File: src/rtl/ivcs_pkg.sv
// ----------------------------------------------------------------------------
// ivcs_pkg
// Shared types and constants of the integer value counting set.
// ----------------------------------------------------------------------------
package ivcs_pkg;

	localparam int ENTRIES  = 16384;
	localparam int ADDR_W   = $clog2(ENTRIES);
	localparam int SIZE_W   = ADDR_W + 1;
	localparam int ARW      = (ADDR_W + 2 > 18) ? ADDR_W + 2 : 18;
	localparam int CNT_W    = 32;
	localparam int VAL_W    = 16;
	localparam int RANK_W   = 14;
	localparam int DIST_W   = 15;
	localparam int REQ_W    = 2;
	localparam int STAT_W   = 2;

	localparam int S_TDATA_W = 32;
	localparam int M_RES_W   = STAT_W + 1 + CNT_W + VAL_W + DIST_W;
	localparam int M_TDATA_W = ((M_RES_W + 7) / 8) * 8;

	localparam logic [CNT_W-1:0]  COUNT_MAX    = '1;
	localparam logic [DIST_W-1:0] DISTINCT_MAX = '1;

	localparam logic [REQ_W-1:0] REQ_ADD    = 2'd0;
	localparam logic [REQ_W-1:0] REQ_QUERY  = 2'd1;
	localparam logic [REQ_W-1:0] REQ_SELECT = 2'd2;
	localparam logic [REQ_W-1:0] REQ_RSVD   = 2'd3;

	localparam logic [STAT_W-1:0] STAT_OK       = 2'd0;
	localparam logic [STAT_W-1:0] STAT_OUTSIDE  = 2'd1;
	localparam logic [STAT_W-1:0] STAT_NOTFOUND = 2'd2;

	localparam logic CFG_VALUE_MIN = 1'b0;
	localparam logic CFG_VALUE_MAX = 1'b1;

	localparam logic signed [VAL_W-1:0] VALUE_MIN_RST = -16'sd5000;
	localparam logic signed [VAL_W-1:0] VALUE_MAX_RST = 16'sd5000;

	typedef enum logic [2:0] {
		S_CLEAR,
		S_IDLE,
		S_EXEC,
		S_WALK,
		S_RESP
	} state_t;

	typedef struct packed {
		logic [DIST_W-1:0]       distinct_seen;
		logic signed [VAL_W-1:0] found_value;
		logic [CNT_W-1:0]        occurrences;
		logic                    is_new;
		logic [STAT_W-1:0]       status;
	} res_t;

endpackage

File: src/rtl/ivcs_out.sv
// ----------------------------------------------------------------------------
// ivcs_out
// Result register in front of the master stream port.
// ----------------------------------------------------------------------------
module ivcs_out
	import ivcs_pkg::*;
(
	input  logic                 clk,
	input  logic                 arst_n,
	input  logic                 res_valid,
	input  res_t                 res,
	output logic                 out_free,
	output logic                 m_tvalid,
	input  logic                 m_tready,
	output logic [M_TDATA_W-1:0] m_tdata
);

	logic                 vld_q;
	logic [M_TDATA_W-1:0] data_q;

	assign out_free = !vld_q || m_tready;
	assign m_tvalid = vld_q;
	assign m_tdata  = data_q;

	always_ff @(posedge clk or negedge arst_n) begin
		if (!arst_n) begin
			vld_q <= 1'b0;
		end else if (res_valid) begin
			vld_q <= 1'b1;
		end else if (m_tready) begin
			vld_q <= 1'b0;
		end
	end

	always_ff @(posedge clk) begin
		if (res_valid) begin
			data_q <= {{(M_TDATA_W-M_RES_W){1'b0}}, res};
		end
	end

endmodule

File: config.mk
export PLATFORM = sky130hd
export DESIGN_NAME = ivcs_out
export DESIGN_NICKNAME = d
export VERILOG_FILES = /design/src/rtl/ivcs_pkg.sv /design/src/rtl/ivcs_out.sv
export SDC_FILE = /design/constraint.sdc
export NUM_CORES = 1
export LEC_CHECK = 0
export BUFFER_PORTS_ARGS = -buffer_cell sky130_fd_sc_hd__buf_2
export CAP_MARGIN = 20
export CORE_ASPECT_RATIO = 1.75
export CORE_MARGIN = 2
export CORE_UTILIZATION = 43
export DETAILED_ROUTE_END_ITERATION = 10
export PLACE_DENSITY = 0.9
export SYNTH_ARGS = -nofsm -noshare
export SYNTH_HDL_FRONTEND = slang
export SYNTH_SLANG_ARGS = --single-unit
File: constraint.sdc
create_clock -name clk -period 2 [get_ports clk]
set_clock_uncertainty 0.1 [all_clocks]
set_input_delay 0.5 -clock clk [delete_from_list [all_inputs] [get_ports clk]]
set_output_delay 0.5 -clock clk [all_outputs]
set_load 0.01 [all_outputs]
==> flow_summary.ini <==
[synth]
syn_inst = 76
async_reset_ff_share_pct = 1.49
synth_top_area_share_pct = 95.4
yosysTopAreaCell = edfxtp_1
synth_flop_cell = edfxtp_1
synth_warnings = 0
ys_seq_area_share_pct = 96.6
syn_area_um2 = 2080
synth_edf_count = 66
synth_most_common_cell = edfxtp_1
synth_cell_types = 6
ys_ff_latch = 67
ys_top_cells_by_area = edfxtp_1 (95%), buf_4 (2.2%), dfrtp_1 (1.2%)
avgSynthCellArea_um2 = 27.3
yosys-top-cells-count = edfxtp_1 (66), buf_4 (6)

[critical_path]
required_ps = 1400
crit_path_start_kind = flop
cp-endpoint = out_free
crit_type = reg2out
reg2regPathDepth = 2
arrival_ps = 920
timing.rr.end = m_tvalid$_DFFE_PN0P_
cp-startpoint = m_tvalid$_DFFE_PN0P_
timing.rr.start = m_tvalid$_DFFE_PN0P_
worstPathMaxFanout = 2
crit_path_end_kind = primary output
rrSetupSlack_ps = 1260

[die]
ios = 144
coreArea_um2 = 4670
dieArea_um2 = 5430
dieHeight_um = 96.0
start_util_pct = 44.5
fp.dieW_um = 56.6
rows = 33

[grt]
grt_pass1_vias = 1250
grt_max_degree = 68
grt_pass1_wl_mm = 5.87
antenna_found_initial = 0
grt_usage_pct = 15.7
grt_overflow = 0

[power]
p_total_mw = 2.83
max-vdd-ir-drop_mv = 0.852
p_leak_nw = 1.32
powerDensity_nw_per_um2 = 948

[placed_design]
dp_hpwl_mm = 3.19
routabilityCongestion = 0.673
io_buffer_count = 137
pre_cts_ws_ps = 540
placed_cell_area_um2 = 2820
placed_cells = 265

[cts]
ctsHtreeMaxLevel = 3
cts.sinks = 67
ctsResizeCount = 0
root_buffer = clkbuf_8
clock_path_buffers = 2
cts_setup_buffers = 0
insertion_delay_ps = 310
cts_tree = yes
clk_pin_slew_worst_paths_ps = 60
cts-hold-fix-buffers = 1
numCtsBuffers = 9

[cells_and_area]
fin_nets = 295
drive_above_1_share_pct = 66.4
fillCellCount = 379
utilization_pct = 63.9
fin_cells = 281
diodes = 0
design_area_um2 = 2980
areaGrowthSynthToFinish_pct = 43.5

[drt]
totalWireLength_mm = 4.23
initialDrtViolationCount = 18
drc = 0
num_vias = 1246
dr.pass1.iters = 4
viasPerCell = 4.43
avgRoutedWirePerCell_um = 15.0
postRouteAntennaNets = 0

[run]
cap_viol_max_count = 0

[worst_hold_path]
worstHoldPathType = in2reg

[sta]
grt_setup_unrepaired = false
tns_ps = 0
min_period_over_period_pct = 76.1
period_minus_slack_ps = 1520
slew_violations = 0
setup_viol = 0
worst_slack_ps = 479
fmax_ghz = 0.657
hold_viol = 0
whs_ps = 251

[outcome]
run_status = completed
## routing by layer
layer	share of wire (%)	up-vias	global-route usage (%)
met5	0	-	0
met4	4.2	0	13.7
met3	9.1	14	6.45
met2	54	80	25.0
met1	32	569	15.5
li1	-	583	-
## worst max-delay path: stages, from the launching register on
cell and delay, ps:
dfrtp_1 400, nand2b_4 80, buf_2 120
## where the power goes
group	leakage, nW	switching (mW)	internal [mW]
Combinational	0.582	0.147	0.124
Sequential	0.657	0.0260	1.67
Clock	0.0804	0.432	0.432
## state kept, by name (all words and copies together) (netlist names)
| name | cells |
|---|---|
| m_tvalid | 1 |
| m_tdata | 66 |
## cell usage in the layout (no fill, tap or decap)
cell,instances
buf_2,137
clkbuf_1,2
conb_1,6
dfrtp_1,1
dlygate4sd3_1,1
nand2b_4,1
nand2b_2,1
buf_12,1
clkbuf_8,9
edfxtp_1,66
clkinv_2,3
clkinv_1,1
## logic make-up after synthesis
group / count (synthesis) / synth area share [%]
other cells: 1 / 0.180
buf+inv: 6 / 2.17
simple gates: 2 / 1.08
flops: 67 / 96.6
## worst min path at each step
stage	startpoint	end	slack, ps	cells after the start
after floorplan	arst_n	m_tvalid$_DFFE_PN0P_	100	0
after global placement	arst_n	m_tvalid$_DFFE_PN0P_	180	1
after detailed placement	arst_n	m_tvalid$_DFFE_PN0P_	180	1
after CTS	res[10]	m_tdata[10]$_DFFE_PP_	230	1
after global routing	res[63]	m_tdata[63]$_DFFE_PP_	220	1
final	res[57]	m_tdata[57]$_DFFE_PP_	250	1
## area by class of cell
cell class / instances / area, um^2 / share of cell area (%)
multi-input combinational: 8 / 45.0 / 1.51
tap: 52 / 65.1 / 2.18
timing repair buffer: 139 / 716 / 24.0
clock buffer: 11 / 131 / 4.40
clock inverter: 4 / 18.8 / 0.629
sequential: 67 / 2010 / 67.3
Note: power is estimated with default switching activity, not from simulation.
